## src/design/blhq_pkg.sv

```systemverilog
// ----------------------------------------------------------------------------
// blhq_pkg
// Shared types and constants for the bounded list / history queue.
// ----------------------------------------------------------------------------
package blhq_pkg;

   localparam int DEPTH     = 16;
   localparam int ITEM_BITS = 32;
   localparam int IDX_BITS  = $clog2(DEPTH);
   localparam int CNT_BITS  = $clog2(DEPTH + 1);
   localparam int CAP_MIN   = 2;

   localparam int OP_BITS   = 2;
   localparam int POS_BITS  = 4;
   localparam int DATA_BITS = 32;
   localparam int CSR_BITS  = 1;
   localparam int CSRD_BITS = 5;

   // configuration register indexes
   localparam logic [CSR_BITS-1:0] CSR_QUEUE_MODE = 1'd0;
   localparam logic [CSR_BITS-1:0] CSR_CAPACITY   = 1'd1;

   typedef enum logic [OP_BITS-1:0] {
      OP_ADD    = 2'd0,
      OP_REMOVE = 2'd1,
      OP_GET    = 2'd2,
      OP_CLEAR  = 2'd3
   } op_type;

   typedef enum logic [1:0] {
      ST_IDLE,
      ST_FETCH,
      ST_EXEC,
      ST_RESP
   } state_type;

   typedef struct packed {
      logic capture;   // latch the request
      logic fetch;     // read the last held entry into the temp register
      logic exec;      // apply the operation and load the response
   } dp_cmd_type;

   typedef struct packed {
      logic needs_fetch;  // list-mode remove pending
   } dp_stat_type;

endpackage

```

## src/design/blhq_ctrl.sv

```systemverilog
// ----------------------------------------------------------------------------
// blhq_ctrl
// Sequencer: accept, optional fetch of the last entry, execute, respond.
// ----------------------------------------------------------------------------
module blhq_ctrl (
   input  logic                  clock,
   input  logic                  reset,
   input  logic                  req_valid,
   output logic                  req_stall,
   output logic                  rsp_valid,
   input  logic                  rsp_stall,
   input  blhq_pkg::dp_stat_type stat,
   output blhq_pkg::dp_cmd_type  cmd
);

   blhq_pkg::state_type state_ff, state_in;

   always_ff @(posedge clock) begin
      if (reset) begin
         state_ff <= blhq_pkg::ST_IDLE;
      end else begin
         state_ff <= state_in;
      end
   end

   always_comb begin
      state_in = state_ff;
      case (state_ff)
         blhq_pkg::ST_IDLE: begin
            if (req_valid) state_in = blhq_pkg::ST_FETCH;
         end
         blhq_pkg::ST_FETCH: begin
            state_in = blhq_pkg::ST_EXEC;
         end
         blhq_pkg::ST_EXEC: begin
            state_in = blhq_pkg::ST_RESP;
         end
         blhq_pkg::ST_RESP: begin
            if (!rsp_stall) state_in = blhq_pkg::ST_IDLE;
         end
         default: state_in = blhq_pkg::ST_IDLE;
      endcase
   end

   always_comb begin
      req_stall   = 1'b1;
      rsp_valid   = 1'b0;
      cmd.capture = 1'b0;
      cmd.fetch   = 1'b0;
      cmd.exec    = 1'b0;
      case (state_ff)
         blhq_pkg::ST_IDLE: begin
            req_stall   = 1'b0;
            cmd.capture = req_valid;
         end
         blhq_pkg::ST_FETCH: begin
            cmd.fetch = stat.needs_fetch;
         end
         blhq_pkg::ST_EXEC: begin
            cmd.exec = 1'b1;
         end
         blhq_pkg::ST_RESP: begin
            rsp_valid = 1'b1;
         end
         default: begin
            req_stall = 1'b1;
         end
      endcase
   end

endmodule

```

## src/design/blhq_datapath.sv

```systemverilog
// ----------------------------------------------------------------------------
// blhq_datapath
// Entry cells, held count, configuration registers and response registers.
// ----------------------------------------------------------------------------
module blhq_datapath (
   input  logic                               clock,
   input  logic                               reset,
   input  blhq_pkg::dp_cmd_type               cmd,
   output blhq_pkg::dp_stat_type              stat,
   input  logic [blhq_pkg::OP_BITS-1:0]       req_operation,
   input  logic [blhq_pkg::POS_BITS-1:0]      req_position,
   input  logic [blhq_pkg::DATA_BITS-1:0]     req_new_item,
   input  logic                               csr_write_enable,
   input  logic [blhq_pkg::CSR_BITS-1:0]      csr_index,
   input  logic [blhq_pkg::CSRD_BITS-1:0]     csr_write_data,
   output logic                               rsp_ok,
   output logic [blhq_pkg::DATA_BITS-1:0]     rsp_read_item,
   output logic [blhq_pkg::CNT_BITS-1:0]      rsp_item_count,
   output logic                               rsp_is_full,
   output logic                               rsp_is_empty
);

   localparam int NC = blhq_pkg::CNT_BITS;
   localparam int NI = blhq_pkg::IDX_BITS;
   localparam int NB = blhq_pkg::ITEM_BITS;

   // configuration
   logic                                  queue_mode_ff;
   logic [blhq_pkg::CSRD_BITS-1:0]        capacity_ff;

   // captured request
   blhq_pkg::op_type                      op_ff;
   logic [NI-1:0]                         pos_ff;
   logic [NB-1:0]                         item_ff;

   logic [NB-1:0]                         cells_ff [blhq_pkg::DEPTH];
   logic [NB-1:0]                         cells_in [blhq_pkg::DEPTH];
   logic [NC-1:0]                         count_ff, count_in;
   logic [NB-1:0]                         temp_ff;

   logic                                  ok_ff, ok_in;
   logic [blhq_pkg::DATA_BITS-1:0]        rd_ff, rd_in;
   logic [NC-1:0]                         cnt_out_ff;
   logic                                  full_ff, empty_ff;

   logic [NC-1:0]                         cap;
   logic [NC-1:0]                         pos_ext;
   logic [NC-1:0]                         n_adj;
   logic                                  held_full;
   logic                                  pos_valid;
   logic [NI-1:0]                         last_idx;
   logic [NI-1:0]                         rd_addr;
   logic [NB-1:0]                         rd_data;

   always_ff @(posedge clock) begin
      if (reset) begin
         queue_mode_ff <= 1'b0;
         capacity_ff   <= blhq_pkg::CSRD_BITS'(blhq_pkg::DEPTH);
      end else if (csr_write_enable) begin
         case (csr_index)
            blhq_pkg::CSR_QUEUE_MODE: queue_mode_ff <= csr_write_data[0];
            blhq_pkg::CSR_CAPACITY:   capacity_ff   <= csr_write_data;
            default: ;
         endcase
      end
   end

   always_ff @(posedge clock) begin
      if (cmd.capture) begin
         op_ff   <= blhq_pkg::op_type'(req_operation);
         pos_ff  <= NI'(req_position);
         item_ff <= NB'(req_new_item);
      end
   end

   assign stat.needs_fetch = (op_ff == blhq_pkg::OP_REMOVE) && !queue_mode_ff;

   // capacity clamped to the legal range
   always_comb begin
      if (NC'(capacity_ff) < NC'(blhq_pkg::CAP_MIN)) begin
         cap = NC'(blhq_pkg::CAP_MIN);
      end else if (NC'(capacity_ff) > NC'(blhq_pkg::DEPTH)) begin
         cap = NC'(blhq_pkg::DEPTH);
      end else begin
         cap = NC'(capacity_ff);
      end
   end

   assign pos_ext   = NC'(pos_ff);
   assign held_full = (count_ff >= cap);
   assign pos_valid = (pos_ext < count_ff);
   assign n_adj     = held_full ? (count_ff - NC'(1)) : count_ff;
   assign last_idx  = NI'(count_ff - NC'(1));

   // single read port: last entry during fetch, requested position otherwise
   assign rd_addr = cmd.fetch ? last_idx : pos_ff;
   assign rd_data = cells_ff[rd_addr];

   always_ff @(posedge clock) begin
      if (cmd.fetch) temp_ff <= rd_data;
   end

   always_comb begin
      for (int i = 0; i < blhq_pkg::DEPTH; i++) begin
         cells_in[i] = cells_ff[i];
      end
      count_in = count_ff;
      ok_in    = 1'b0;
      rd_in    = '0;
      case (op_ff)
         blhq_pkg::OP_ADD: begin
            if (queue_mode_ff) begin
               ok_in       = 1'b1;
               cells_in[0] = item_ff;
               for (int i = 1; i < blhq_pkg::DEPTH; i++) begin
                  if (NC'(i) <= n_adj) cells_in[i] = cells_ff[i-1];
               end
               count_in = n_adj + NC'(1);
            end else if (!held_full) begin
               ok_in                 = 1'b1;
               cells_in[NI'(count_ff)] = item_ff;
               count_in              = count_ff + NC'(1);
            end
         end
         blhq_pkg::OP_REMOVE: begin
            if (pos_valid) begin
               ok_in = 1'b1;
               if (queue_mode_ff) begin
                  // close the gap toward the head
                  for (int i = 0; i < blhq_pkg::DEPTH - 1; i++) begin
                     if ((NC'(i) >= pos_ext) && (NC'(i + 1) < count_ff)) begin
                        cells_in[i] = cells_ff[i+1];
                     end
                  end
               end else begin
                  cells_in[pos_ff] = temp_ff;
               end
               count_in = count_ff - NC'(1);
            end
         end
         blhq_pkg::OP_GET: begin
            if (pos_valid) begin
               ok_in = 1'b1;
               rd_in = blhq_pkg::DATA_BITS'(rd_data);
            end
         end
         blhq_pkg::OP_CLEAR: begin
            ok_in    = 1'b1;
            count_in = '0;
         end
         default: ;
      endcase
   end

   always_ff @(posedge clock) begin
      if (cmd.exec) begin
         for (int i = 0; i < blhq_pkg::DEPTH; i++) begin
            cells_ff[i] <= cells_in[i];
         end
      end
   end

   always_ff @(posedge clock) begin
      if (reset) begin
         count_ff <= '0;
      end else if (cmd.exec) begin
         count_ff <= count_in;
      end
   end

   always_ff @(posedge clock) begin
      if (cmd.exec) begin
         ok_ff      <= ok_in;
         rd_ff      <= rd_in;
         cnt_out_ff <= count_in;
         full_ff    <= (count_in >= cap);
         empty_ff   <= (count_in == '0);
      end
   end

   assign rsp_ok         = ok_ff;
   assign rsp_read_item  = rd_ff;
   assign rsp_item_count = cnt_out_ff;
   assign rsp_is_full    = full_ff;
   assign rsp_is_empty   = empty_ff;

endmodule

```

## src/design/bounded_list_or_history_queue.sv

```systemverilog
// ----------------------------------------------------------------------------
// bounded_list_or_history_queue
// Bounded item store, plain list or newest-first queue, one response per op.
// ----------------------------------------------------------------------------
//  channel   ports                                   direction
//  req       req_valid/req_stall, operation,pos,item  in
//  rsp       rsp_valid/rsp_stall, ok,data,count,flags out
//  csr       csr_write_enable, csr_index, data        in
//
//  An item passes through capture (accept), fetch (reads the last entry for a
//  list remove), execute and respond in order; rsp_valid rises in the respond
//  step. The response holds while rsp_stall is high.
//  The entry cells update in parallel in the execute cycle.
//  Reset clears the held count and queue mode and sets the capacity to DEPTH;
//  entry data is not cleared. req_stall stays high from accept until the response transfer completes.
// ----------------------------------------------------------------------------
module bounded_list_or_history_queue (
   input  logic                               clock,
   input  logic                               reset,
   input  logic                               req_valid,
   output logic                               req_stall,
   input  logic [blhq_pkg::OP_BITS-1:0]       req_operation,
   input  logic [blhq_pkg::POS_BITS-1:0]      req_position,
   input  logic [blhq_pkg::DATA_BITS-1:0]     req_new_item,
   output logic                               rsp_valid,
   input  logic                               rsp_stall,
   output logic                               rsp_ok,
   output logic [blhq_pkg::DATA_BITS-1:0]     rsp_read_item,
   output logic [blhq_pkg::CNT_BITS-1:0]      rsp_item_count,
   output logic                               rsp_is_full,
   output logic                               rsp_is_empty,
   input  logic                               csr_write_enable,
   input  logic [blhq_pkg::CSR_BITS-1:0]      csr_index,
   input  logic [blhq_pkg::CSRD_BITS-1:0]     csr_write_data
);

   blhq_pkg::dp_cmd_type  cmd;
   blhq_pkg::dp_stat_type stat;

   blhq_ctrl u_ctrl (
      .clock     (clock),
      .reset     (reset),
      .req_valid (req_valid),
      .req_stall (req_stall),
      .rsp_valid (rsp_valid),
      .rsp_stall (rsp_stall),
      .stat      (stat),
      .cmd       (cmd)
   );

   blhq_datapath u_datapath (
      .clock            (clock),
      .reset            (reset),
      .cmd              (cmd),
      .stat             (stat),
      .req_operation    (req_operation),
      .req_position     (req_position),
      .req_new_item     (req_new_item),
      .csr_write_enable (csr_write_enable),
      .csr_index        (csr_index),
      .csr_write_data   (csr_write_data),
      .rsp_ok           (rsp_ok),
      .rsp_read_item    (rsp_read_item),
      .rsp_item_count   (rsp_item_count),
      .rsp_is_full      (rsp_is_full),
      .rsp_is_empty     (rsp_is_empty)
   );

endmodule
```

## config.mk

```make
export PLATFORM = sky130hd
export DESIGN_NAME = bounded_list_or_history_queue
export DESIGN_NICKNAME = d
export VERILOG_FILES = /design/src/design/blhq_pkg.sv /design/src/design/blhq_ctrl.sv /design/src/design/blhq_datapath.sv /design/src/design/bounded_list_or_history_queue.sv
export SDC_FILE = /design/constraint.sdc
export NUM_CORES = 2
export LEC_CHECK = 0
export BUFFER_PORTS_ARGS = -buffer_cell sky130_fd_sc_hd__buf_2
export CELL_PAD_IN_SITES_DETAIL_PLACEMENT = 0
export CELL_PAD_IN_SITES_GLOBAL_PLACEMENT = 1
export CORE_MARGIN = 3
export CORE_UTILIZATION = 47
export CTS_CLUSTER_DIAMETER = 40
export DETAILED_ROUTE_END_ITERATION = 8
export GPL_TIMING_DRIVEN = 0
export HOLD_SLACK_MARGIN = 0.08
export PLACE_DENSITY = 0.75
export SLEW_MARGIN = 15
export SYNTH_ARGS = -nofsm -noshare
export SYNTH_HDL_FRONTEND = slang
export SYNTH_SLANG_ARGS = --single-unit
```

## constraint.sdc

```tcl
create_clock -name clock -period 6.4 [get_ports clock]
set_clock_uncertainty 0.05 [all_clocks]
set_input_delay 1.28 -clock clock [delete_from_list [all_inputs] [get_ports clock]]
set_output_delay 1.28 -clock clock [all_outputs]
set_load 0.01 [all_outputs]
```

==> impl_metrics.csv <==
group,metric,value,unit
outcome,status,"finished, final reports clean",
logic_synthesis,ys_types,71,
logic_synthesis,yosysMostFrequentCell,"a221oi_1",
logic_synthesis,synth_ff_type,"edfxtp_1",
drt,vias_per_cell,7.70,
power_and_ir_drop,peakVddDrop,0.306,mV
grt,overflow,0,
finish,drive_gt1_share,12.9,%
drt,drt_iter0_drc,7066,
worst_setup_path,startpoint_type,"register",
clock_network,cts_tree,"built",
grt,grt_pass1_vias,36900,
clock_network,clkSinkCount,635,
floorplanning,rows,105,
drt,ant_nets,0,
worst_setup_path,cp_max_fo,8,
worst_setup_path,path_delay_family,"compound AO/OA/AOI/OAI gates",
floorplanning,initial_core_util,47.7,%
logic_synthesis,netlist_area,39400,um^2
placed_design,port-buffer-count,90,
worst_setup_path,worstPathRequired,6790,ps
logic_synthesis,synthCells,3614,
sta,worst_slack,963,ps
sta,finalHoldViolCount,0,
logic_synthesis,synthesis.nets,3691,
floorplanning,ios,91,
clock_network,path_clk_slew,60,ps
worst_setup_path,worstSetupPathType,"register to register",
placed_design,gp_congestion,1.04,
logic_synthesis,ys_ff_latch,635,
finish,nFillCells,7302,
clock_network,post-cts-setup-buffers,0,
worst_setup_path,arrival,5820,ps
logic_synthesis,yosysWarnings,0,
clock_network,cts_root_buffer,"clkbuf_16",
power_and_ir_drop,finalPower,18.1,mW
sta,rsz0062_at_grt,"false",
flow_run,cap_violations,0,
drt,wl_per_cell,38.6,um
finish,fin_nets,3957,
grt,antenna_found_initial,4,
logic_synthesis,synth_edf_count,622,
drt,drt_pass1_iterations,7,
worst_setup_path,cpPeakStageDelay,790,ps
worst_setup_path,crit_buf_inv,1,
drt,wirelength,195000,um
power_and_ir_drop,leakage,16.5,nW
grt,grt_start_max_net_pins,36,
clock_network,htreeDepth,3,
floorplanning,die_y,296,um
worst_setup_path,path_cells,"inv_1, o311a_1, ha_1, nor3b_4, a211oi_1, nor3_1, xnor2_1, ha_1, xor2_1, a21bo_2, a21oi_1, ha_1, a31oi_1, o21ai_0, a31oi_1, o211ai_1",
sta,tns,0,ps
sta,slew_headroom,4.18,%
logic_synthesis,yosys-top-cells-area,"edfxtp_1, a221oi_1, mux2i_1",
floorplanning,core_area,82600,um^2
grt,grt_pass1_wl,271000,um
finish,fin_util,56.0,%
sta,slew_viol_final,0,
logic_synthesis,avgSynthCellArea,10.9,um^2
worst_setup_path,cpMostUsedCell,"ha_1",
logic_synthesis,synth_seq_area_share,48.0,%
power_and_ir_drop,power.density,392,nW/um^2
clock_network,cts_resized,0,
finish,syn_to_final_growth,17.3,%
worst_setup_path,cp_slowest_cell,"nor3_1",
logic_synthesis,synth_commonest_cells,"a221oi_1, edfxtp_1, nor2_1, mux2i_1, clkbuf_1",
placed_design,dp_worst_setup_slack,958,ps
min_path,worstHoldPathType,"register to register",
drt,vias,38900,
floorplanning,die_w,296,um
grt,grt_use_total,43.4,%
floorplanning,dieArea,87400,um^2
logic_synthesis,async_reset_ff_share,0,%
sta,fin_crit,5440,ps
logic_synthesis,synth_largest_area_cell,"edfxtp_1",
sta,finalSetupViolations,0,
placed_design,dpl.hpwl,142000,um
logic_synthesis,netlist.area_leader.share,47.4,%
worst_setup_path,endpoint_kind,"register",
clock_network,clkLatencyLatePin,720,ps
clock_network,cts_buffers,119,
clock_network,cts_hold_buffers,0,
sta,fin_crit_sh,85.0,%
clock_network,cts_max_path_buffers,3,
drt,route.detailed.drc,0,
sta,fmax,184,MHz
sta,tightest_slew,1430,ps
-- flip-flops by register name, summed over array words and instances, names as in the netlist, 2 cells and up --
register	count
u_datapath.count_ff	5
u_ctrl.state_ff	2
u_datapath.temp_ff	32
u_datapath.item_ff	32
u_datapath.rsp_read_item	32
u_datapath.rsp_item_count	5
u_datapath.pos_ff	4
u_datapath.cells_ff	512
u_datapath.op_ff	2
u_datapath.capacity_ff	5
-- stage by stage --
stage | hold slack, ps | instances | instance area (um^2)
3_3_place_gp | 426 | 4774 | 41200
6_report | 439 | 5054 | 46200
2_1_floorplan | 387 | 3614 | 39400
3_5_place_dp | 437 | 4829 | 42000
5_1_grt | 465 | 5053 | 46200
4_1_cts | 445 | 5053 | 46200
-- cell usage in the layout, fill, tap and decap left out, types with 32 or more instances in the layout --
| master | Yosys | routed |
|---|---|---|
| edfxtp_1 | 622 | 622 |
| a22oi_1 | 64 | 64 |
| buf_2 | 69 | 170 |
| a221oi_1 | 839 | 839 |
| a222oi_1 | 32 | 32 |
| inv_1 | 51 | 50 |
| nand2_1 | 79 | 79 |
| clkbuf_1 | 372 | 378 |
| buf_4 | 16 | 33 |
| buf_1 | 60 | 60 |
| o21ai_0 | 56 | 56 |
| nor2b_1 | 38 | 38 |
| a211oi_1 | 46 | 40 |
| nor2_1 | 512 | 512 |
| clkbuf_16 | 0 | 123 |
| mux2i_1 | 486 | 486 |
| mux2_2 | 32 | 32 |
-- report_power, final --
| group | internal [mW] | leakage (nW) | total (mW) | switching, mW |
|---|---|---|---|---|
| Combinational | 1.95 | 8.63 | 6.13 | 4.19 |
| Clock | 4.39 | 2.05 | 6.79 | 2.39 |
| Sequential | 5.07 | 5.82 | 5.20 | 0.124 |
| Total | 11.4 | 16.5 | 18.1 | 6.71 |
-- layout make-up --
class                   count  area [um^2]  area share, %
diodes                      1         2.50        0.00541
well taps                1070         1340           2.89
multi-input cells        2407        18400           39.8
plain buffers             518         2100           4.54
flip-flops and latches    635        18900           40.9
inverters                  54          205          0.444
repair buffers            145         1010           2.18
clock buffers             131         3110           6.72
clock inverters            93         1150           2.48
-- logic make-up (layout without fill, tap and decap cells) --
logic type	count (synthesis)	count (layout)	synth area share, %
AO/OA/AOI/OAI	1141	1141	24.2
AND/OR/NAND/NOR	709	709	7.49
multiplexers	520	520	13.3
other	0	1	0
flip-flops	635	635	48.0
XOR/XNOR	9	9	0.247
adder cells (fa/ha/maj)	28	28	0.888
buffers and inverters	572	941	5.83
-- path summary, 6_finish.rpt --
check	start	end	slack [ps]	depth (start not counted)
worst min register to register	u_datapath.capacity_ff[0]$_SDFFE_PP0P_	u_datapath.capacity_ff[0]$_SDFFE_PP0P_	440	2
worst max-delay path	u_datapath.capacity_ff[4]$_SDFFE_PP1P_	u_datapath.rsp_is_full$_DFFE_PP_	960	16
worst min-delay path	u_datapath.capacity_ff[0]$_SDFFE_PP0P_	u_datapath.capacity_ff[0]$_SDFFE_PP0P_	440	2
worst max register to register	u_datapath.capacity_ff[4]$_SDFFE_PP1P_	u_datapath.rsp_is_full$_DFFE_PP_	960	16
-- worst min-delay path, stage by stage, from the launching register on --
cell,delay (ps)
dfxtp_1,330
nand2_1,60
a21oi_1,50
-- layer usage --
layer  share of wire [%]  global-route usage [%]  routed length (um)
met3                  14                    12.3               26900
met4                 8.5                    30.7               16500
met2                  41                    62.2               80300
met5               0.012                       0                  23
met1                  37                    56.6               71400
No activity file was read; power rests on OpenSTA's default activity.
